===== src/rtl/core/oaat_pkg.sv =====
// ----------------------------------------------------------------------------
// oaat_pkg
// types, constants and helpers shared by the arbitrary axis transform blocks
// ----------------------------------------------------------------------------
package oaat_pkg;

   localparam int COORD_W     = 32;
   localparam int FRAC        = 16;
   localparam int UNIT_FRAC   = 30;
   localparam int WIDE_W      = 64;
   localparam int UNIT_LAT    = 75;
   localparam int QUEUE_DEPTH = 4;

   typedef logic signed [COORD_W-1:0] coord_type;
   typedef logic signed [WIDE_W-1:0]  wide_type;
   typedef logic [1:0]                kind_type;

   localparam kind_type KIND_PASS = 2'd0;
   localparam kind_type KIND_FLIP = 2'd1;
   localparam kind_type KIND_AXIS = 2'd2;

   localparam coord_type COORD_ONE = coord_type'(1 << FRAC);
   localparam coord_type COORD_MAX = coord_type'({1'b0, {(COORD_W-1){1'b1}}});
   localparam coord_type COORD_MIN = coord_type'({1'b1, {(COORD_W-1){1'b0}}});
   localparam coord_type AXIS_LIM  = coord_type'(1 << (UNIT_FRAC - 6));
   localparam wide_type  ROUND_HALF = wide_type'(1) <<< (UNIT_FRAC - 1);

   typedef struct packed {
      kind_type        kind;
      coord_type [2:0] p;
      coord_type [2:0] e;
   } oaat_item_type;

   typedef struct packed {
      kind_type        kind;
      coord_type [2:0] p;
      coord_type [2:0] az;
      coord_type [2:0] ax;
   } oaat_side_type;

   typedef struct packed {
      logic [2:0]    neg;
      logic          zero;
      oaat_side_type side;
   } oaat_uctl_type;

   function automatic wide_type smul(input coord_type a, input coord_type b);
      return wide_type'(a) * wide_type'(b);
   endfunction

endpackage


===== src/rtl/core/oaat_front.sv =====
// ----------------------------------------------------------------------------
// oaat_front
// input register that accepts items and classifies the extrusion
// ----------------------------------------------------------------------------
module oaat_front (
   input  logic                   clock,
   input  logic                   reset,
   input  logic                   in_valid,
   output logic                   in_ready,
   input  oaat_pkg::coord_type [2:0] in_p,
   input  oaat_pkg::coord_type [2:0] in_e,
   output logic                   out_valid,
   input  logic                   out_ready,
   output oaat_pkg::oaat_item_type out_item
);
   import oaat_pkg::*;

   logic          valid_ff;
   oaat_item_type item_ff;
   oaat_item_type item_in;
   logic          on_z;

   assign in_ready = !valid_ff || out_ready;

   always_comb begin
      on_z = (in_e[0] == '0) && (in_e[1] == '0);
      item_in.p = in_p;
      item_in.e = in_e;
      priority if (on_z && $signed(in_e[2]) == COORD_ONE) begin
         item_in.kind = KIND_PASS;
      end else if (on_z && $signed(in_e[2]) == -COORD_ONE) begin
         item_in.kind = KIND_FLIP;
      end else begin
         item_in.kind = KIND_AXIS;
      end
   end

   always_ff @(posedge clock) begin
      if (reset) begin
         valid_ff <= 1'b0;
      end else if (in_ready) begin
         valid_ff <= in_valid;
      end
   end

   always_ff @(posedge clock) begin
      if (in_ready && in_valid) begin
         item_ff <= item_in;
      end
   end

   assign out_valid = valid_ff;
   assign out_item  = item_ff;

endmodule


===== config.mk =====
export PLATFORM = sky130hd
export DESIGN_NAME = oaat_front
export DESIGN_NICKNAME = d
export VERILOG_FILES = /design/src/rtl/core/oaat_pkg.sv /design/src/rtl/core/oaat_front.sv
export SDC_FILE = /design/constraint.sdc
export NUM_CORES = 1
export LEC_CHECK = 0
export ABC_AREA = 0
export BUFFER_PORTS_ARGS = -buffer_cell sky130_fd_sc_hd__buf_2
export CAP_MARGIN = 20
export CORE_AREA = 8 8 145 147
export CTS_CLUSTER_DIAMETER = 30
export DETAILED_ROUTE_END_ITERATION = 10
export DIE_AREA = 0 0 153 155
export GPL_ROUTABILITY_DRIVEN = 0
export PLACE_DENSITY_LB_ADDON = 0.05
export SLEW_MARGIN = 10
export SYNTH_ARGS = -nofsm -noshare
export SYNTH_HDL_FRONTEND = slang
export SYNTH_SLANG_ARGS = --single-unit

===== constraint.sdc =====
create_clock -name clock -period 7 [get_ports clock]
set_input_delay 0.7 -clock clock [delete_from_list [all_inputs] [get_ports clock]]
set_output_delay 0.7 -clock clock [all_outputs]
set_load 0.05 [all_outputs]

# Word level (Yosys, flattened, before mapping)

Cells that the tools add are included.

Reductions and logical operators: 8
Multiplexer cells: 1
Eq/ne operators: 2

Operator list:

| operator                                        | number |
|---|---|
| logical NOT 32 bit                              | 2 |
| == test 32 x 17 -> 1 bit, second input constant | 1 |
| == test 32 x 18 -> 1 bit, second input constant | 1 |
| logical AND 1 bit                               | 4 |
| two-way mux 2 bit                               | 1 |
| logical NOT 1 bit                               | 1 |
| logical OR 1 bit                                | 1 |

Input port bits: 196
Output and inout port bits: 196
Bits in registers: 195
Logic and storage cells: 19

# Longest topological paths before layout

Gate-level depths: netlist of the first run.

Word-level depth: 4
Mapped depth: 4
Depth with buffers taken out: 4

# Worst setup path before layout of the first run

OpenSTA, ideal clock, no wires.

Path kind: input to register
Start: input out_ready
End: register item_ff, in the netlist out_item[0] (enable)
Cell stages on the path: 2
Setup slack: 0.770 ns
Data required time: 6.423 ns
Path buffers: 0
Arrival time: 5.653 ns
Library setup time: 0.577 ns
Cell sequence: nand2b_1 and2_1

Cells in the longest elaborated chain, start to end: 2

RTL lines:

| element              | line             | source |
|---|---|---|
| start, declared      | oaat_front.sv:13 | `input logic out_ready,` |
| logical OR 1 bit     | oaat_front.sv:23 | `assign in_ready = !valid_ff \|\| out_ready;` |
| logical AND 1 bit    | oaat_front.sv:47 | `if (in_ready && in_valid) begin` |
| end signal, assigned | oaat_front.sv:48 | `item_ff <= item_in;` |
| end, declared        | oaat_front.sv:19 | `oaat_item_type item_ff;` |

No other way between the ends.
A chain may end at the register's enable or synchronous reset.

# Final worst setup path of the first run

Start: input out_ready
End: register item_ff, in the netlist out_item[107] (enable)

Same word-level chain as after synthesis.

==> impl_metrics.ini, run 1 <==
[synthesis]
syn_avg_cell_area_um2 = 25.7
synth_nets = 434
syn_inst = 238
ys_seq_area_frac = 0.955
synth_cell_types = 15
synth_area_um2 = 6120
synth_top_cell_area_share = 0.951
synth-seq-cells = 195
yosysWarnings = 0
synth_area_leaders = edfxtp_1, nor4_1, nand4_1
yosys.area.top_type = edfxtp_1

[sta]
hold_viol = 0
rsz0062_at_grt = no
finClkSkew_ns = 0.00897
period_needed_ns = 2.22
maxSlewViolCount = 0
setup_viol = 0
worst_pin_slew_ns = 0.936
fmax_mhz = 450
setup_tns_ns = 0
timing.final.crit_share = 0.317
slew_headroom = 0.376
setup_slack_ns = 4.78

[final_layout]
fin_nets = 845
area_delta_synth_final_pct = 47.5
final_layout_size_suffix_gt1_frac = 0.643
n_fill_cell = 1722
multiInputGateArea_um2 = 277
fin_cells = 900
seq_area_um2 = 5850

[global_route]
grtUsageMet3 = 0.0829
grt_max_degree = 154
grt.overflow.total = 0
gr-usage-met1 = 0.161
use_met2 = 0.289
track_usage = 0.160
top_usage_layer = met2
grt_pass1_wl_um = 27800
grt_pass1_vias = 4259
antenna_found_initial = 1

[route]
drt_pass1_iterations = 4
drc = 0
vias_per_cell = 4.44
drt_iter0_drc = 180
ant_nets = 0
drt-total-wl_um = 19700
routedWlPerCell_um = 21.9
vias = 3997

[placement]
io_buffers = 391
place_inst = 868
dpl.hpwl_um = 15800
dpl_worst_slack_ns = 4.41

[power]
p_comb_frac = 0.143
p_int_mw = 2.06
vdd_drop_max_v = 0.000152
switchingPower_uw = 763
seq_power_share = 0.490
p_clk_frac = 0.367
p_leak_nw = 3.77
powerDensity_nw_per_um2 = 312
switching_share = 0.271

[clock_network]
ctsHoldBuffers = 0
cts.sinks = 195
cts_tree = done
htreeDepth = 4
cts_setup_buffers = 0
postCtsResizedCells = 0
cts_made_buffers = 17
clk_pin_slew_worst_paths_ns = 0.07
cts_max_path_buffers = 2
cts_root_buf = clkbuf_16
worstSkewPairLatency_ns = 0.42

[floorplanning]
die_h_um = 155
die-area_um2 = 23700
start_util = 0.323
die_width_um = 153
row_count = 51
io_pins = 392
core_area_um2 = 19000

[critical_path]
crit_start = out_ready
arrival_ns = 2.26
cp-start-kind = input port
crit_path_end_kind = flip-flop
required_ns = 7.04
r2r_start = out_valid$_SDFFE_PP0N_
crit_fanout = 153
critical_path_class = input port to flip-flop

[run_status]
status = complete, no violations

[hold_path]
hp-start = reset
hp-class = input port to flip-flop

[flow_run]
maxCapViolations = 0
through the flow:
stage / cell area, um^2 / util / power, mW / hold slack [ns]
after floorplan: 6120 / - / 1.68 / 0.769
after global placement: 8400 / 0.443 / 1.81 / 0.497
after detailed placement: 8400 / 0.443 / 1.81 / 0.513
after CTS: 9030 / 0.476 / 2.85 / 0.398
after global routing: 9030 / 0.476 / 2.91 / 0.400
final: 9030 / 0.477 / 2.82 / 0.421
power groups by stage:
stage                     logic (mW)  clock network (mW)  registers, mW
after floorplan               0.0245                   0           1.65
after global placement         0.405                   0           1.41
after detailed placement       0.407                   0           1.41
after CTS                      0.408                1.06           1.38
after global routing           0.420                1.11           1.39
final                          0.402                1.04           1.38
cells in the final DEF, fill, tap and decap left out, types with 2 or more instances in the layout:
| cell type | Yosys | layout |
|---|---|---|
| buf_2 | 0 | 391 |
| bufinv_16 | 0 | 4 |
| clkbuf_16 | 0 | 17 |
| clkinv_4 | 0 | 2 |
| clkinvlp_4 | 0 | 3 |
| edfxtp_1 | 194 | 194 |
| inv_6 | 0 | 2 |
| inv_8 | 0 | 2 |
| nand4_1 | 9 | 9 |
| nor4_1 | 23 | 23 |
cell families (layout without fill, tap and decap cells):
logic type	Yosys count	in the layout	share of synthesized area
DFF	195	195	0.955
and+or+nand+nor	40	40	0.0423
AOI/OAI and AO/OA	2	2	0.00245
other	0	1	0
buffers and inverters	1	424	0.000612
worst max-delay path, cell delays in order:
cell and delay (ns):
buf_2 0.07, nand2b_1 0.12, and2_4 0.53, buf_12 0.56
synthesized netlist by cell type:
cell type  number
nor4_2          1
edfxtp_1      194
a41o_1          1
nor2_1          1
nand4_1         9
nor4_1         23
dfxtp_1         1
nor3_2          1
nand3_1         1
and2_1          1
a21oi_1         1
nand2b_1        1
and3_1          1
inv_1           1
nor4b_1         1
registers in the layout, summed over array words and instances, names as in the netlist:
register	count
out_item	194
out_valid	1
final timing paths:
path | endpoint | slack [ns] | depth (start not counted)
worst max register to register | out_item[107]$_DFFE_PP_ | 4.84 | 3
worst min-delay path | out_valid$_SDFFE_PP0N_ | 0.42 | 2
worst min register to register | out_valid$_SDFFE_PP0N_ | 0.52 | 2
worst max-delay path | out_item[107]$_DFFE_PP_ | 4.78 | 4
layer usage:
layer / wire length [um] / vias to the layer above
li1: - / 1839
met5: 13 / -
met3: 2060 / 13
met1: 6920 / 1918
met4: 223 / 2
met2: 10500 / 225
final cells by class:
type / count / area share
Sequential cell: 195 / 0.647
Timing Repair Buffer: 392 / 0.219
Clock buffer: 18 / 0.0475
Antenna cell: 1 / 0.000277
Clock inverter: 13 / 0.0222
Multi-Input combinational cell: 42 / 0.0306
Inverter: 1 / 0.000416
Tap cell: 238 / 0.0330
Power figures use the tool's default switching activity.
==> run 2, diff against run 1 <==
clock period = 2.3 ns   (was 7 ns; I/O delays follow)
==> impl_metrics.ini, run 2 <==
[run_status]
status = did not finish
stop_stage = clock tree synthesis (4_1_cts)
error = [ERROR RSZ-0060] Max buffer count reached.

[synthesis]
synth_edf_count = 194
synth_area_um2 = 6120
yosysWarnings = 0
netlist_top_cells_count = edfxtp_1, nor4_1, nand4_1
syn_avg_cell_area_um2 = 25.7
synth_nets = 434
synthArstFlopShare = 0
synth_area_leaders = edfxtp_1, nor4_1, nand4_1
synth_top_cell_area_share = 0.951
ys_seq_area_frac = 0.955
syn_inst = 238
synthFlopType = edfxtp_1
synth_cell_types = 15
synth.most_common_cell = edfxtp_1
yosys.area.top_type = edfxtp_1
synth-seq-cells = 195

[floorplanning]
die_width_um = 153
die_h_um = 155
row_count = 51
io_pins = 392
start_util = 0.323

[clock_network]
cts_setup_buffers = 0
ctsHoldBuffers = 182
cts_made_buffers = 17
cts_root_buf = clkbuf_16
htreeDepth = 4
cts.sinks = 195
cts_max_path_buffers = 2
postCtsResizedCells = 0

[placement]
io_buffers = 391
dpl.hpwl_um = 16100
==> run 2: through the flow <==
stage	setup slack [ns]	util	instances	area, um^2	hold WS [ns]
3_5_place_dp	0.674	0.448	873	8490	0.382
3_3_place_gp	0.719	0.448	873	8490	0.376
2_1_floorplan	-0.134	-	238	6140	0.289
==> run 2: cells by family after synthesis <==
group                  share of synthesized area
AOI/OAI and AO/OA                        0.00245
and+or+nand+nor                           0.0423
buffers and inverters                   0.000612
DFF                                        0.955
==> run 3, diff against run 2 <==
CORE_AREA = 8 8 146 148   (was 8 8 145 147)
CTS_CLUSTER_DIAMETER = default   (was 30)
DIE_AREA = 0 0 154 156   (was 0 0 153 155)
PLACE_DENSITY_LB_ADDON = 0.15   (was 0.05)
==> impl_metrics.ini, run 3 (synthesized netlist as in run 1, its figures left out) <==
[critical_path]
critical-path-top-delay-family = simple AND/OR/NAND/NOR gates
required_ns = 2.45
cp-start-kind = input port
crit_fanout = 2
max_stage_delay_ns = 0.55
reg2reg_to = out_item[166]$_DFFE_PP_
path_buf_inv = 2
critical_path_class = input port to flip-flop
crit_path_end_kind = flip-flop
r2r_slack_ns = 0.76
critical_path.slowest_cell = dlygate4sd3_1
worst-r2r-cell-count = 3
cp_cell_sequence = dlygate4sd3_1 > buf_2 > nor4_1 > nand4_1 > nor3_2 > nand3_1
arrival_ns = 1.87
r2r_start = out_valid$_SDFFE_PP0N_

[final_layout]
fin_cells = 1092
finalInstanceArea_um2 = 10900
final_cell_mix = buf_2, edfxtp_1, dlygate4sd3_1, nor4_1, clkbuf_16
area_delta_synth_final_pct = 78.4
final_common_cell = buf_2
largest_register_ffs = 194
final_layout_size_suffix_gt1_frac = 0.513
final_util = 0.572
fin_nets = 1037

[clock_network]
postCtsResizedCells = 0
cts_root_buf = clkbuf_16
htreeDepth = 4
cts.sinks = 195
cts_max_path_buffers = 2
worstSkewPairLatency_ns = 0.42
cts_tree = done
clk_pin_slew_worst_paths_ns = 0.06
cts_made_buffers = 17
cts_setup_buffers = 0

[route]
vias = 4756
ant_nets = 0
drc = 0
vias_per_cell = 4.36
drt-total-wl_um = 22000
drt_iter0_drc = 206
routedWlPerCell_um = 20.1
drt_pass1_iterations = 4

[sta]
fmax_mhz = 583
slew_headroom = 0.673
finClkSkew_ns = 0.00668
rsz0062_at_grt = no
timing.final.crit_share = 0.746
period_needed_ns = 1.72
setup_viol = 0
setup_slack_ns = 0.584
hold_viol = 0
worst_pin_slew_ns = 0.491
maxSlewViolCount = 0

[global_route]
track_usage = 0.179
grt_pass1_wl_um = 32300
antenna_found_initial = 5
grt_max_degree = 46
grt_pass1_vias = 5337
grt.overflow.total = 0

[run_status]
status = complete, no violations

[floorplanning]
row_count = 51
core_area_um2 = 19100
die_h_um = 156
start_util = 0.321
io_pins = 392
die-area_um2 = 24000
die_width_um = 154

[power]
p_leak_nw = 4.58
powerDensity_nw_per_um2 = 787
fin_total_pwr_mw = 8.59
vdd_drop_max_v = 0.000477

[placement]
place_inst = 879
io_buffers = 391
dpl_worst_slack_ns = 0.646
place_area_um2 = 8530
dpl.hpwl_um = 16100

[hold_path]
whs_path_depth = 1
hp-start = in_e[93]
hp-class = input port to flip-flop
hold_end = out_item[93]$_DFFE_PP_

[flow_run]
maxCapViolations = 0
run 3: timing repair:
action                     CTS  global route
hold endpoints to repair   178             3
hold buffers               178             3
setup endpoints to repair    0             0
run 3: report_power, final:
part           internal, mW  switching (mW)
registers              4.15          0.0493
clock network          1.53            1.35
logic                 0.483            1.03
total                  6.16            2.43
run 3: worst max path at each step:
stage	slack [ns]	from	cells past startpoint	to
after CTS	0.54	in_e[72]	6	out_item[193]$_SDFFCE_PP0P_
after floorplan	-0.13	out_valid$_SDFFE_PP0N_	2	out_item[0]$_DFFE_PP_
after global placement	0.70	in_e[73]	5	out_item[193]$_SDFFCE_PP0P_
final	0.58	in_e[72]	6	out_item[193]$_SDFFCE_PP0P_
after detailed placement	0.65	in_e[73]	5	out_item[193]$_SDFFCE_PP0P_
after global routing	0.48	in_e[72]	6	out_item[193]$_SDFFCE_PP0P_
run 3: worst register-to-register path: stages (launching register included):
cell	delay, ns
dfxtp_4	0.35
nand2b_4	0.07
and2_4	0.45
buf_12	0.34
run 3: layout make-up:
class	count	area, um^2
Clock buffer	17	425
Antenna cell	1	2.50
Tap cell	238	298
Fill cell	1501	8160
Clock inverter	14	150
Sequential cell	195	5850
Inverter	1	3.75
Timing Repair Buffer	584	3910
Multi-Input combinational cell	42	284
run 3: stage by stage:
step                      hold WS, ns  TNS [ns]
after floorplan                 0.289    -25.90
after global placement          0.378         0
after detailed placement        0.378         0
after CTS                     0.00154         0
after global routing          0.00180         0
final                          0.0254         0
run 3: per-layer routing:
metal | vias to the layer above | global-route usage | routed length [um]
met4 | 8 | 0.0593 | 395
met1 | 2261 | 0.183 | 7750
met5 | - | 0 | 46
li1 | 2216 | - | -
met2 | 236 | 0.323 | 11800
met3 | 35 | 0.0770 | 2010
==> run 4, diff against run 3 <==
clock period = 1.4 ns   (was 2.3 ns; I/O delays follow)
==> impl_metrics.ini, run 4 <==
[floorplanning]
io_pins = 392
die_width_um = 154
die_h_um = 156
start_util = 0.321
row_count = 51

[clock_network]
cts_root_buf = clkbuf_16
postCtsResizedCells = 0
ctsHoldBuffers = 184
cts.sinks = 195
cts_made_buffers = 17
cts_setup_buffers = 0
cts_max_path_buffers = 2
htreeDepth = 4

[synthesis]
syn_inst = 238
netlist_top_cells_count = edfxtp_1, nor4_1, nand4_1
synth_nets = 434
synth_top_family_by_area = simple AND/OR/NAND/NOR gates
yosys.area.top_type = edfxtp_1
synth_top_cell_area_share = 0.951
synth-simple-area-share = 0.0423
synth_xor_area_frac = 0
synthArstFlopShare = 0
synth_compound_area_frac = 0.00245
synth_area_leaders = edfxtp_1, nor4_1, nand4_1
synth_cell_types = 15
ys_seq_area_frac = 0.955
synthFlopType = edfxtp_1
synth.most_common_cell = edfxtp_1
yosysWarnings = 0
synthMuxAreaShare = 0
synth_edf_count = 194
synth-seq-cells = 195
synth-adder-area-share = 0
syn_avg_cell_area_um2 = 25.7
synth_area_um2 = 6120

[run_status]
error = [ERROR RSZ-0060] Max buffer count reached.
stop_stage = clock tree synthesis (4_1_cts)
status = did not finish

[placement]
place_area_um2 = 8630
io_buffers = 391
place_inst = 886
dpl.hpwl_um = 16100
run 4: kinds of logic after synthesis:
kind of cell,Yosys count
compound gates,2
buf+inv,1
flops,195
simple gates,40
run 4: metrics by stage:
step / setup slack, ns / hold slack [ns]
after detailed placement: -0.173 / 0.293
after global placement: -0.201 / 0.289
after floorplan: -1.03 / 0.199
