--- config.mk ---
export PLATFORM = sky130hd
export DESIGN_NAME = oaat_queue
export DESIGN_NICKNAME = d
export VERILOG_FILES = /design/src/rtl/core/oaat_pkg.sv /design/src/rtl/core/oaat_queue.sv
export SDC_FILE = /design/constraint.sdc
export NUM_CORES = 1
export LEC_CHECK = 0
export BUFFER_PORTS_ARGS = -buffer_cell sky130_fd_sc_hd__buf_2
export CAP_MARGIN = 25
export CORE_ASPECT_RATIO = 1.5
export CORE_MARGIN = 2
export CORE_UTILIZATION = 61
export CTS_CLUSTER_SIZE = 20
export DETAILED_ROUTE_END_ITERATION = 6
export PLACE_DENSITY_LB_ADDON = 0.12
export SETUP_SLACK_MARGIN = 0.05
export SKIP_LAST_GASP = 1
export SYNTH_ARGS = -nofsm -noshare
export SYNTH_HDL_FRONTEND = slang
export SYNTH_SLANG_ARGS = --single-unit
--- constraint.sdc ---
create_clock -name clock -period 8.8 [get_ports clock]
set_input_delay 0.88 -clock clock [delete_from_list [all_inputs] [get_ports clock]]
set_output_delay 0.88 -clock clock [all_outputs]
set_load 0.05 [all_outputs]
--- src/rtl/core/oaat_pkg.sv ---
// ----------------------------------------------------------------------------
// oaat_pkg
// types, constants and helpers shared by the arbitrary axis transform blocks
// ----------------------------------------------------------------------------
package oaat_pkg;

   localparam int COORD_W     = 32;
   localparam int FRAC        = 16;
   localparam int UNIT_FRAC   = 30;
   localparam int WIDE_W      = 64;
   localparam int UNIT_LAT    = 75;
   localparam int QUEUE_DEPTH = 4;

   typedef logic signed [COORD_W-1:0] coord_type;
   typedef logic signed [WIDE_W-1:0]  wide_type;
   typedef logic [1:0]                kind_type;

   localparam kind_type KIND_PASS = 2'd0;
   localparam kind_type KIND_FLIP = 2'd1;
   localparam kind_type KIND_AXIS = 2'd2;

   localparam coord_type COORD_ONE = coord_type'(1 << FRAC);
   localparam coord_type COORD_MAX = coord_type'({1'b0, {(COORD_W-1){1'b1}}});
   localparam coord_type COORD_MIN = coord_type'({1'b1, {(COORD_W-1){1'b0}}});
   localparam coord_type AXIS_LIM  = coord_type'(1 << (UNIT_FRAC - 6));
   localparam wide_type  ROUND_HALF = wide_type'(1) <<< (UNIT_FRAC - 1);

   typedef struct packed {
      kind_type        kind;
      coord_type [2:0] p;
      coord_type [2:0] e;
   } oaat_item_type;

   typedef struct packed {
      kind_type        kind;
      coord_type [2:0] p;
      coord_type [2:0] az;
      coord_type [2:0] ax;
   } oaat_side_type;

   typedef struct packed {
      logic [2:0]    neg;
      logic          zero;
      oaat_side_type side;
   } oaat_uctl_type;

   function automatic wide_type smul(input coord_type a, input coord_type b);
      return wide_type'(a) * wide_type'(b);
   endfunction

endpackage

--- src/rtl/core/oaat_queue.sv ---
// ----------------------------------------------------------------------------
// oaat_queue
// short queue between the classifying front and the arithmetic back
// ----------------------------------------------------------------------------
module oaat_queue (
   input  logic                   clock,
   input  logic                   reset,
   input  logic                   in_valid,
   output logic                   in_ready,
   input  oaat_pkg::oaat_item_type in_item,
   output logic                   out_valid,
   input  logic                   out_ready,
   output oaat_pkg::oaat_item_type out_item
);
   import oaat_pkg::*;

   localparam int PW = $clog2(QUEUE_DEPTH);
   localparam int CW = $clog2(QUEUE_DEPTH + 1);

   oaat_item_type mem_ff [QUEUE_DEPTH];
   logic [PW-1:0] wr_ff, wr_in, rd_ff, rd_in;
   logic [CW-1:0] cnt_ff, cnt_in;
   logic          push, pop;

   assign in_ready  = cnt_ff != CW'(QUEUE_DEPTH);
   assign out_valid = cnt_ff != '0;
   assign out_item  = mem_ff[rd_ff];
   assign push      = in_valid && in_ready;
   assign pop       = out_valid && out_ready;

   always_comb begin
      wr_in  = push ? PW'(wr_ff + 1'b1) : wr_ff;
      rd_in  = pop  ? PW'(rd_ff + 1'b1) : rd_ff;
      cnt_in = CW'(cnt_ff + CW'(push) - CW'(pop));
   end

   always_ff @(posedge clock) begin
      if (reset) begin
         wr_ff  <= '0;
         rd_ff  <= '0;
         cnt_ff <= '0;
      end else begin
         wr_ff  <= wr_in;
         rd_ff  <= rd_in;
         cnt_ff <= cnt_in;
      end
   end

   always_ff @(posedge clock) begin
      if (push) begin
         mem_ff[wr_ff] <= in_item;
      end
   end

   a_cnt_bound: assert property (@(posedge clock) disable iff (reset)
      cnt_ff <= CW'(QUEUE_DEPTH))
      else $error("queue count beyond depth");

   a_cnt_push: assert property (@(posedge clock) disable iff (reset)
      push && !pop |=> cnt_ff == CW'($past(cnt_ff) + 1'b1))
      else $error("queue count missed a push");

endmodule

* Yosys cells after proc, flatten, opt, wreduce, memory -nomap -nowiden *
Memory sizes are Yosys's and may differ from the RTL's. A register that Yosys moved wholly into a read port is not among the register bits.
Index checks and enable logic that the tools add are counted.

word-level totals
  RAM bits = 776
  output and inout port bits = 196
  input bits = 198
  logic and storage cells = 16
  register bits after elaboration = 7
  memories kept = 1

memory list
  memory  depth  bits a word  rd ports  clocked after Yosys merged registers in  write ports  RTL line          text
  mem_ff  4      194          1         1                                        1            oaat_queue.sv:20  oaat_item_type mem_ff [QUEUE_DEPTH];

operators by class
  multiplexer cells = 4
  equal/unequal tests = 1
  reductions and logical operators = 3
  add/sub/neg operators = 4

operators with widths
  operator             count
  $add 2x1->2 const B  2
  $mux 2               2
  $add 3x1->3          1
  $ne 3x3->1 const B   1
  $reduce_bool 3->1    1
  $sub 3x1->3          1
  $logic_and 1x1->1    2
  $mux 1               2

* Logic depth before layout (Yosys ltp) *
Gate-level depths: netlist of run 1.

  depth after elaboration = 4
  mapped depth = 11

* Least setup slack after synthesis of run 1 *
Ideal clock, no wire load.

  path type = in2reg
  from = in in_valid
  to = mem mem_ff[0][0] (netlist bit) (enable)
  setup time = 0.578 ns
  data required time = 8.222 ns
  arrival time = 5.708 ns
  path buffers = 0
  setup slack = 2.514 ns
  stages on the path = 2
  cell sequence = a21boi_1 and2_1

between the ends
  word-level cells in the longest chain between the ends = 3

ends and longest elaborated chain
  element                       RTL line          text
  start: declaration            oaat_queue.sv:8   input logic in_valid,
  $logic_and 1x1->1             oaat_queue.sv:28  assign push = in_valid && in_ready;
  $mux 1                        oaat_queue.sv:50  if (push) begin
  $mux 1 (not written as such)  oaat_queue.sv:51  mem_ff[wr_ff] <= in_item;
  end: declaration              oaat_queue.sv:20

Every way passes these cells.

==> results.txt, run 1 <==
- Yosys attributes the largest share of cell area to sky130_fd_sc_hd__edfxtp_1, sky130_fd_sc_hd__mux4_2, sky130_fd_sc_hd__buf_6, sky130_fd_sc_hd__dfxtp_1, sky130_fd_sc_hd__buf_2.
- Post-CTS repair changed the size of 0 cells.
* Cell Rows: 97
- Effective utilization at floorplan: 0.614
- By startpoint and endpoint, the worst setup path is classified as flip-flop to output pin.
- Width of the chip: 180 microns
* Maximum achievable frequency: 0.251 GHz
* Total clock buffers created by CTS: 69
- The flow ran to the end, and the final reports show no timing, DRC or antenna violations.
- After legalization and detailed placement, the total HPWL measured 31200 microns.
* Clock input transition at the sequential cells of the worst setup and hold paths: 0.06 ns
* Hold_sp: in_item[97]
- Synthesized area: 28500 sq um
- In this run the critical register-to-register path is captured at mem_ff[0][107].
* Largest vdd supply drop: 227 uV
- In the final layout, the share of cells above drive strength 1 is 0.452.
* Wire length on met3: 4470 microns
- The number of antenna violations at the first check in global routing was 17.
- The total count of hold-check failures in the final report came to 0.
- Total wire length: 52500 microns
- Critical path's top delay family: buffers and inverters
- Fin worst setup slack: 4.82 ns
* GRT Resource Usage Total: 0.215
- Placeable core region: 46400 sq um
* Headroom to the max-slew limit: 0.198
- For flop-to-flop paths, the worst setup slack is 5.10 ns.
- Die outline area: 48500 sq um
* Cell type with the largest total area after synthesis: sky130_fd_sc_hd__edfxtp_1
* Area used by sequential logic in the layout: 23500 sq um
* Leakage dissipation: 11.0 nW
* Endpoint of the worst hold-timing path: mem_ff[2][97]
- Io pins: 394
- Final setup violation count: 0
- Highest routed layer: met5
- Clock network latency to the later pin of the worst-skew pair: 0.58 ns
- After routing, the total negative slack on setup checks comes to 0 ns.
* Routed wire length per instance: 24.5 microns
- At the pin with the least slew margin, the transition time is 1.20 ns.
- Clock tree from TritonCTS: yes
- STA classifies the critical path startpoint as a flip-flop.
- Max Cap Violations: 0
* Met1 wire length: 19300 microns
* Commonest cells after routing, fill and taps aside: sky130_fd_sc_hd__edfxtp_1, sky130_fd_sc_hd__buf_2, sky130_fd_sc_hd__mux4_2
- The H-tree was split into 3 levels.
- The Yosys step of the flow raised 0 warnings.
- Along the worst path, the maximum fanout reaches 38.
- Hold buffer count at cts: 0
- Along the worst hold path, the cell count comes to 1.
* Area share of the leading cell type in the synthesized netlist: 0.818
- Crit end category: output pin
- Fin cells: 2147
- The pre-antenna-repair detailed-routing pass consisted of 5 iterations.
- Area of the multi-input gates: 4640 sq um
- In the final design database the tool counted 1701 nets.
- Max-slew violation total from the final report: 0
- Prior to clock tree synthesis, the placed netlist has a worst setup slack of 4.57 ns.
- After clock tree synthesis, the setup repair step added 0 buffers.
- CP max stage delay: 0.67 ns
* Mapped Nets: 1268
- Fin crit share: 0.453
* P per Cell Area: 333 nW/um^2
* Weighted congestion reported at the end of routability-driven placement: 0.732
* Cell Area, Placed: 31000 sq um
* CP arrival: 3.10 ns
- Number of global-route vias before repair: 13100
* Post-detailed-route DRC marker count: 0
- No sink is reached through more buffers than the 3 on the longest clock path.
- The clock period could shrink to 3.98 ns.
- Counting both buffers and inverters, the worst setup path holds a total of 3.
* Final setup skew: 0.0143 ns
* IO buf count: 393
* Endpoint required time on the critical path: 7.92 ns
* GRT Residual Overflow: 0
* Total via count after detailed routing: 12500
- Cell type of the slowest stage on the worst timing path: sky130_fd_sc_hd__buf_4
- The layout has 2791 filler cells.
- Path class of the lowest-slack min-delay path: primary input to flip-flop
- In this run the vertical extent of the chip is 269 microns.
- Entering global routing, the biggest net connects 149 pins.
* Number of instances in the placed design: 2018
- Starting DRC count in detailed routing: 889
- Library cells used by synthesis: 23
- Clock root cell: sky130_fd_sc_hd__clkbuf_16
- Syn_area_per_cell: 26.8 sq um
* Number of register bits inferred by synthesis: 785
- Unrepaired setup endpoints after global routing: no
* Final Instance Area: 33200 sq um
- Number of routed nets with antenna violations: 0
* Metal2 WL: 27200 microns
- In this run the critical register-to-register path is launched from cnt_ff[1].
* Synth Instances: 1063
- Wire length of the first global-routing pass: 77700 microns
* Via density: 5.81
- For this design, the sink count on the clock tree is 785.
- Counting cells, the worst reg-to-reg path comes to 5.
* Sum of internal, switching and leakage power: 0.0111 W
* Most common cell after layout, fill and taps aside: sky130_fd_sc_hd__edfxtp_1
- For this run, the register share of the synthesized area comes to 0.825.
- Area growth from synthesis to final layout: 16.6%
- Cells along the critical path: buf_12 -> buf_4 -> mux4_2 -> buf_2
[worst reg2reg max path, stage by stage, from the launching register on]
cell and delay, ns:
sky130_fd_sc_hd__dfxtp_1 0.45, sky130_fd_sc_hd__nor2_1 0.10, sky130_fd_sc_hd__a21boi_1 0.56, sky130_fd_sc_hd__and2_4 0.63, sky130_fd_sc_hd__buf_4 0.69, sky130_fd_sc_hd__buf_4 0.81
[power breakdown]
group          switching, W  internal [W]  leakage [nW]  total [W]
logic               0.00247       0.00101          2.80    0.00348
clock network       0.00124       0.00163          1.05    0.00287
registers          0.000121       0.00458          7.18    0.00470
[cell type report]
cell class,instances,share of cell area
Antenna cell,10,0.000753
Clock buffer,85,0.0564
Clock inverter,33,0.00836
Inverter,5,0.000565
Multi-Input combinational cell,228,0.140
Sequential cell,785,0.707
Tap cell,594,0.0224
Timing Repair Buffer,407,0.0645
[Yosys cell counts]
cell	instances
sky130_fd_sc_hd__edfxtp_1	776
sky130_fd_sc_hd__mux4_2	194
sky130_fd_sc_hd__buf_2	21
sky130_fd_sc_hd__buf_6	19
sky130_fd_sc_hd__dfxtp_1	9
sky130_fd_sc_hd__nor2_1	8
sky130_fd_sc_hd__ha_1	6
sky130_fd_sc_hd__and2_1	5
sky130_fd_sc_hd__clkbuf_1	5
sky130_fd_sc_hd__inv_1	5
sky130_fd_sc_hd__nand2b_1	2
sky130_fd_sc_hd__xor2_1	2
sky130_fd_sc_hd__a21boi_1	1
sky130_fd_sc_hd__fa_1	1
sky130_fd_sc_hd__mux2_2	1
sky130_fd_sc_hd__mux2i_1	1
sky130_fd_sc_hd__nand2_1	1
sky130_fd_sc_hd__nor2b_1	1
sky130_fd_sc_hd__nor3_1	1
sky130_fd_sc_hd__o311ai_0	1
sky130_fd_sc_hd__o31a_1	1
sky130_fd_sc_hd__or3_1	1
sky130_fd_sc_hd__xnor2_1	1
[metrics by stage]
step,hold WS (ns),utilization
finish,0.514,0.716
global placement,0.494,0.668
detailed placement,0.516,0.669
floorplan,0.482,-
CTS,0.479,0.715
global route,0.488,0.716
[logic make-up (layout without fill, tap and decap cells)]
| logic type | count (synthesis) | in the layout | synth area share |
|---|---|---|---|
| DFF | 785 | 785 | 0.825 |
| xor gates and xnor gates | 3 | 3 | 0.000923 |
| adders and majority gates | 7 | 7 | 0.00334 |
| other | 0 | 10 | 0 |
| muxes | 196 | 196 | 0.154 |
| AOI/OAI and AO/OA | 3 | 3 | 0.000879 |
| buffers and inverters | 50 | 530 | 0.0125 |
| and+or+nand+nor | 19 | 19 | 0.00334 |
[sequential cells by signal, summed over array words and instances, names as in the netlist, named ones only]
signal	count
wr_ff	2
cnt_ff	3
mem_ff	776
rd_ff	2
[layer usage]
layer  vias up  track usage
li1       5486            -
met1      6479        0.274
met2       403        0.353
met3        97       0.0710
met4        16       0.0741
met5         -            0
[how the worst max path moves through the flow]
stage	startpoint	to	slack, ns	cells after the start
6_report	flip-flop	out_item[188]	4.82	4
4_1_cts	flip-flop	out_item[110]	4.44	3
5_1_grt	flip-flop	out_item[188]	4.52	4
2_1_floorplan	in_valid	mem_ff[0][0]	2.51	2
3_3_place_gp	in_valid	mem_ff[0][93]	4.59	5
3_5_place_dp	in_valid	mem_ff[0][96]	4.57	5
(Power assumes the default switching activity.)
==> inputs of run 2 (changes only) <==
- CORE_UTILIZATION: 61 -> 51
- clock period: 8.8 -> 3.45 ns (I/O delays scaled with it)
==> run 2 against run 1 <==
Against the previous run:
- combinational power rose to 2.7 times the previous value
- die area rose by 19%
- via count rose by 7.8%
- highest routed layer unchanged
- core utilization fell by 7.2 points
- total power rose to 2.6 times the previous value
- critical endpoint is now out_item[33]
- hold slack got worse by 0.28 ns
- design area rose by 7.6%
==> results.txt, run 2 (synthesized netlist as in run 1, its figures left out) <==
- Run status: completed (unchanged).
* Fin cells: 2468 (was 2147)
* P per Cell Area: 808 nW/um^2 (was 333 nW/um^2)
* Effective utilization at floorplan: 0.514 (was 0.614)
* CP arrival: 2.55 ns (was 3.10 ns)
- Number of global-route vias before repair: 14600 (was 13100)
* GRT Residual Overflow: 0 (unchanged)
- The final net count was 1917 (was 1701).
- The maximum single-stage delay on the critical path came to 0.75 ns (was 0.67 ns).
- The category of cells accounting for the largest share of critical-path delay was flip-flops (was buffers and inverters).
* Kind of critical path: flip-flop to output pin (unchanged)
- Final min period: 2.90 ns
- Commonest cells after routing, fill and taps aside: sky130_fd_sc_hd__edfxtp_1, sky130_fd_sc_hd__buf_2, sky130_fd_sc_hd__dlygate4sd3_1 (was sky130_fd_sc_hd__edfxtp_1, sky130_fd_sc_hd__buf_2, sky130_fd_sc_hd__mux4_2)
- The peak ir drop on the vdd network came to 601 uV (was 227 uV).
- The wire length per cell after detailed routing came to 23.4 microns (was 24.5 microns).
- Placeable core region: 55400 sq um (was 46400 sq um)
* Slack of the worst reg-to-reg path: 0.83 ns (was 5.10 ns)
- Most common cell after layout, fill and taps aside: sky130_fd_sc_hd__edfxtp_1 (unchanged)
- The CTS tree is yes (unchanged).
- The number of remaining DRC errors came to 0 (unchanged).
- IO buf count: 393 (unchanged)
- Die height: 293 microns (was 269 microns)
- The final weighted congestion in routability-driven placement was 0.779 (was 0.732).
* Drt pass-1 iters: 5 (unchanged)
* Number of instances in the placed design: 2147 (was 2018)
- Flip-flop count of the largest register, all copies and words added: 776 (unchanged)
- Number of routed nets with antenna violations: 0 (unchanged)
- The worst relative slew slack is 0.566 (was 0.198).
* Post-route worst hold slack: 0.232 ns (was 0.514 ns)
- Maximum achievable frequency: 0.345 GHz
- Clock H-tree levels: 3 (unchanged)
- Biggest regs: mem_ff (776), cnt_ff (3) (unchanged).
- Critical-path maximum fanout: 34 (was 38)
- The number of filler instances in the final layout is 3799 (was 2791).
- Utilization after layout: 0.644 (was 0.716)
* Die outline area: 57800 sq um (was 48500 sq um)
- The actual transition at the worst max-transition pin was 0.651 ns (was 1.20 ns).
- The number of CTS-inserted buffers is 70 (was 69).
- The number of DRC violations after detailed-routing iteration 0 was 605 (was 889).
- Unrepaired setup endpoints after global routing: no (unchanged).
- The largest net degree at the start of global routing was 55 (was 149).
- The standard-cell row count came to 106 (was 97).
* Max Buffers Root-to-Sink: 3 (unchanged)
- Crit end category: output pin (unchanged)
* Area growth from synthesis to final layout: 25.5% (was 16.6%)
* Io pins: 394 (unchanged)
- The largest register by flop count is mem_ff (unchanged).
- The worst path required time came to 3.11 ns (was 7.92 ns).
- The first-pass GRT wire length came to 87200 microns (was 77700 microns).
- Max-slew violation total from the final report: 0 (unchanged)
- Cells along the critical path: buf_12 -> mux4_2 -> buf_2 (was buf_12 -> buf_4 -> mux4_2 -> buf_2).
- The number of buffer and inverter stages on the critical path came to 2 (was 3).
- Clock network latency to the later pin of the worst-skew pair: 0.60 ns (was 0.58 ns)
* Clock input transition at the sequential cells of the worst setup and hold paths: 0.06 ns (about the same)
- Share of final-layout standard cells stronger than drive strength 1: 0.411 (was 0.452)
- The number of clock sinks was 785 (unchanged).
* Final setup violation count: 0 (unchanged)
* Width of the chip: 197 microns (was 180 microns)
- The library cell used as clock root buffer is sky130_fd_sc_hd__clkbuf_16 (unchanged).
- Path class of the lowest-slack min-delay path: primary input to flip-flop (unchanged)
* Max Cap Violations: 0 (unchanged)
- Total via count after detailed routing: 13500 (was 12500)
- Of the available clock period, the critical path in the final layout requires 0.840.
- Sum of internal, switching and leakage power: 0.0289 W (was 0.0111 W)
- The routed wire length came to 57600 microns (was 52500 microns).
- The number of antenna violations at the first check in global routing is 6 (was 17).
- GRT Resource Usage Total: 0.203 (was 0.215)
- Final setup skew: 0.0202 ns (was 0.0143 ns)
- The total count of hold-check failures in the final report came to 0 (unchanged).
- Cell type of the slowest stage on the worst timing path: sky130_fd_sc_hd__dfxtp_4 (was sky130_fd_sc_hd__buf_4)
* Crit start category: flip-flop (unchanged)
- Half-perimeter wire length after detailed placement: 35500 microns (was 31200 microns)
- The area of all placed cells without fillers came to 35700 sq um (was 33200 sq um).
- The leakage power came to 12.0 nW (was 11.0 nW).
* Via density: 5.45 (was 5.81)
- Cell Area, Placed: 31600 sq um (was 31000 sq um)
==> run 2: changes by cell type in the layout (fill, tap and decap cells not counted), moves of 2 or more <==
cell / change
sky130_fd_sc_hd__dlygate4sd3_1: +195
sky130_fd_sc_hd__buf_12: +22
sky130_fd_sc_hd__clkinv_1: -8
sky130_fd_sc_hd__diode_2: -7
sky130_fd_sc_hd__clkbuf_1: +6
sky130_fd_sc_hd__clkinv_2: +4
sky130_fd_sc_hd__clkbuf_8: +3
sky130_fd_sc_hd__clkbuf_16: -2
==> run 2: layer usage <==
layer | share of wire | up-vias | track usage
met3 | 0.066 | 103 | 0.0539
met2 | 0.51 | 387 | 0.338
li1 | - | 5909 | -
met4 | 0.035 | 6 | 0.0818
met5 | 0.00057 | - | 0
met1 | 0.39 | 7055 | 0.256
==> run 2: cell type report <==
cell class	count	area, sq um	share of cell area
antenna	3	7.51	0.000210
clock buffer	92	1890	0.0528
clock inverter	31	307	0.00858
inverter	5	18.8	0.000525
multi-input combinational	228	4640	0.130
sequential	785	23500	0.657
tap	702	878	0.0246
timing repair buffer	622	4500	0.126
==> run 2: power breakdown <==
part / total [W] / internal [W] / switching, W
Sequential: 0.0120 / 0.0117 / 0.000339
Clock: 0.00749 / 0.00424 / 0.00325
Combinational: 0.00939 / 0.00292 / 0.00647
Total: 0.0289 / 0.0188 / 0.0101
==> run 2: per-stage QoR <==
step,setup slack (ns),setup TNS (ns)
after floorplan,-0.290,-225.27
after global placement,0.965,0
after detailed placement,0.820,0
after CTS,0.430,0
after global routing,0.386,0
final,0.551,0
==> run 2: path summary, 6_finish.rpt <==
| check | start | end | cells past startpoint |
|---|---|---|---|
| worst max register to register | cnt_ff[1] | cnt_ff[2] | 11 |
| worst min-delay path | out_ready | rd_ff[1] | 4 |
| worst max-delay path | flip-flop | out_item[33] | 3 |
| worst min register to register | rd_ff[1] | rd_ff[1] | 2 |
==> run 2: what timing repair did <==
item / 4_1_cts / 5_1_grt
hold endpoints to repair: 777 / 0
hold buffers: 195 / 0
gates resized for setup: 0 / 0
setup buffers: 0 / 0
setup endpoints to repair: 0 / 0
==> run 2: worst min-delay path: cells and delay by family <==
kind            cells  cell delay (ns)
buf+inv             1             0.11
xor+xnor            1             0.08
compound gates      1             0.15
simple gates        1             0.10
==> inputs of run 3 (changes only) <==
- CORE_UTILIZATION: 51 -> 57
- clock period: 3.45 -> 2.7 ns (I/O delays scaled with it)
==> run 3 against run 2 <==
Against the previous run:
- register-to-register slack worse by 0.54 ns
- largest cell class unchanged
- global-route usage rose by 1.9 points
- critical path type unchanged
- sequential share of layout area barely moved
- die area shrank 10%
- sequential power rose by 27%
- final cell count decreased by 1.5%
==> results.txt, run 3 (synthesized netlist as in run 1, its figures left out) <==
- Post-detailed-route DRC marker count: 0 (unchanged)
- Net switching power of the design: 0.0129 W (was 0.0101 W)
- The setup clock skew after layout is 0.0144 ns (was 0.0202 ns).
* Io pins: 394 (unchanged)
- Slack of the worst reg-to-reg path: 0.29 ns (was 0.83 ns)
* Endpoint of the worst hold-timing path: rd_ff[1] (unchanged)
* Net switching fraction of the power: 0.345 (was 0.348)
* Kind of critical path: flip-flop to output pin (unchanged)
- The leakage power came to 12.1 nW (was 12.0 nW).
- The area of the die was 51800 sq um (was 57800 sq um).
- The arrival time at the worst endpoint came to 2.34 ns (was 2.55 ns).
- Commonest cells after routing, fill and taps aside: sky130_fd_sc_hd__edfxtp_1, sky130_fd_sc_hd__buf_2, sky130_fd_sc_hd__dlygate4sd3_1 (unchanged).
- CP max stage delay: 0.57 ns (was 0.75 ns)
- The depth of the most critical reg-to-reg path was 11 (unchanged).
- Critical path's top delay family: buffers and inverters (was flip-flops)
* Cells along the critical path: buf_16 -> mux4_2 -> buf_2 (was buf_12 -> mux4_2 -> buf_2)
- Drt pass-1 iters: 5 (unchanged)
- Via density: 5.55 (was 5.45)
- The internal portion of total power was 0.0244 W (was 0.0188 W).
* P per Cell Area: 1040 nW/um^2 (was 808 nW/um^2)
* Share of final-layout standard cells stronger than drive strength 1: 0.413 (was 0.411)
* Clock input transition at the sequential cells of the worst setup and hold paths: 0.06 ns (about the same)
- The nature of the critical path endpoint is an output pin (unchanged).
- The aggregate global routing overflow is 0 (unchanged).
- Top register by number of flip-flops: mem_ff (unchanged)
* Total wire length: 56600 microns (was 57600 microns)
- Unrepaired setup endpoints after global routing: yes (was no)
- Max-slew violation total from the final report: 0 (unchanged)
- Flip-flop count of the largest register, all copies and words added: 776 (unchanged)
* Run status: completed (unchanged)
- The clock tree buffer depth was 3 (unchanged).
* Number of global-route vias before repair: 14600 (about the same)
- Cell type of the slowest stage on the worst timing path: sky130_fd_sc_hd__mux4_2 (was sky130_fd_sc_hd__dfxtp_4)
- The remaining antenna violation count was 0 (unchanged).
* Final setup violation count: 0 (unchanged)
- Die height: 278 microns (was 293 microns)
- Maximum achievable frequency: 0.384 GHz
* Largest vdd supply drop: 821 uV (was 601 uV)
* GRT Resource Usage Total: 0.223 (was 0.203)
- The standard-cell row count was 100 (was 106).
- The worst-case setup margin in the final layout is 0.0942 ns (was 0.551 ns).
- The largest net degree at the start of global routing was 78 (was 55).
- Setup Total Neg Slack: 0 ns (unchanged)
- The placed wire-length estimate was 33400 microns (was 35500 microns).
- The critical-path maximum fanout was 48 (was 34).
- The number of antenna violations at the first check in global routing was 5 (was 6).
- Fin crit share: 0.965
- Biggest regs: mem_ff (776), cnt_ff (3) (unchanged)
- Clock tree from TritonCTS: yes (unchanged)
- Path class of the lowest-slack min-delay path: primary input to flip-flop (unchanged)
- Number of filler cells placed in the layout: 2988 (was 3799)
- Fin. Hold Viols: 0 (unchanged)
- Nets: 1915 (was 1917)
- The first-pass GRT wire length is 86600 microns (was 87200 microns).
- The endpoint of the most critical register-to-register path is cnt_ff[2] (unchanged).
* Hold_sp: out_ready (unchanged)
- The worst relative slew slack was 0.616 (was 0.566).
* Pre-CTS worst setup slack: 0.381 ns (was 0.820 ns)
- The number of clock sinks is 785 (unchanged).
* # Post-CTS Setup Buffers: 0 (unchanged)
- The count of buffers from port buffering came to 393 (unchanged).
* Final min period: 2.61 ns
- Clock H-tree levels: 3 (unchanged)
- Clock network latency to the later pin of the worst-skew pair: 0.61 ns (was 0.60 ns)
* Max Cap Violations: 0 (unchanged)
* Combinational power share: 0.321 (was 0.325)
- Count of cells along the worst hold path: 4 (unchanged)
- The initial cell density of the core is 0.575 (was 0.514).
* Post-route worst hold slack: 0.125 ns (was 0.232 ns)
* Most common cell after layout, fill and taps aside: sky130_fd_sc_hd__edfxtp_1 (unchanged)
* Clock power frac: 0.269 (was 0.259)
- Area growth from synthesis to final layout: 25.6% (was 25.5%)
* Placeable core region: 49500 sq um (was 55400 sq um)
- The share of power burned in registers came to 0.410 (was 0.415).
* Routed wire length per instance: 23.3 microns (was 23.4 microns)
* Crit start category: flip-flop (unchanged)
- The vias after detailed routing came to 13500 (about the same).
* Endpoint required time on the critical path: 2.43 ns (was 3.11 ns)
- The number of buffer and inverter stages on the critical path was 2 (unchanged).
- The number of CTS-inserted buffers is 71 (was 70).
- The startpoint of the most critical register-to-register path is cnt_ff[1] (unchanged).
- Measured slew at the worst slew-check pin: 0.576 ns (was 0.651 ns)
- The horizontal die dimension came to 186 microns (was 197 microns).
- The number of DRC violations after detailed-routing iteration 0 came to 779 (was 605).
* Clock root cell: sky130_fd_sc_hd__clkbuf_16 (unchanged)
- The final weighted congestion in routability-driven placement is 0.760 (was 0.779).
==> run 3: changes by cell type in the layout (fill, tap and decap cells not counted), sizes merged <==
cell,previous run,this run
clkbuf,92,86
bufinv,5,9
buf,427,424
clkinv,23,26
clkinvlp,1,3
inv,7,9
==> run 3: worst min-delay path: stages <==
cell,delay (ns)
sky130_fd_sc_hd__buf_2,0.11
sky130_fd_sc_hd__o311ai_0,0.13
sky130_fd_sc_hd__xor2_1,0.08
sky130_fd_sc_hd__nor2_1,0.10
==> run 3: how the worst max path moves through the flow <==
stage	endpoint	cells after the start	from	slack (ns)
after floorplan	mem_ff[0][0]	3	cnt_ff[1]	0.05
after global placement	cnt_ff[2]	11	cnt_ff[1]	0.59
after detailed placement	cnt_ff[2]	11	cnt_ff[1]	0.38
after CTS	out_item[65]	3	flip-flop	0.01
after global routing	out_item[34]	3	flip-flop	-0.008
final	out_item[155]	3	flip-flop	0.09
==> run 3: final cells by class <==
cell class / count / area, sq um / area share
clock buffers: 86 / 1880 / 0.0525
inverters: 5 / 18.8 / 0.000525
well taps: 663 / 830 / 0.0232
clock inverters: 42 / 443 / 0.0124
multi-input cells: 228 / 4650 / 0.130
flip-flops and latches: 785 / 23500 / 0.657
diodes: 3 / 7.51 / 0.000210
repair buffers: 619 / 4440 / 0.124
==> run 3: metal layers <==
layer,global-route usage,vias up,wire length (microns)
met3,0.0519,97,3680
li1,-,5901,-
met1,0.283,7059,21600
met5,0,-,44
met2,0.373,441,29300
met4,0.0965,6,1960
==> run 3: stage by stage <==
step | total power [W] | std cells | area [sq um] | util
6_report | 0.0373 | 2431 | 35800 | 0.722
5_1_grt | 0.0386 | 2430 | 35700 | 0.722
4_1_cts | 0.0377 | 2428 | 35700 | 0.721
3_5_place_dp | 0.0274 | 2105 | 31500 | 0.635
3_3_place_gp | 0.0273 | 2105 | 31500 | 0.635
2_1_floorplan | 0.0246 | 1063 | 28500 | -
==> run 3: power by group through the flow <==
stage                     sequential [W]  clock [W]  combinational (W)
after floorplan                   0.0154          0            0.00915
after global placement            0.0154          0             0.0118
after detailed placement          0.0156          0             0.0118
after CTS                         0.0153     0.0103             0.0121
after global routing              0.0154     0.0107             0.0125
final                             0.0153     0.0100             0.0120
==> run 3: repair_timing <==
item / in CTS / in global routing
hold buffers: 195 / 0
hold endpoints to repair: 783 / 0
gates resized for setup: 2 / 0
setup endpoints to repair: 70 / 143
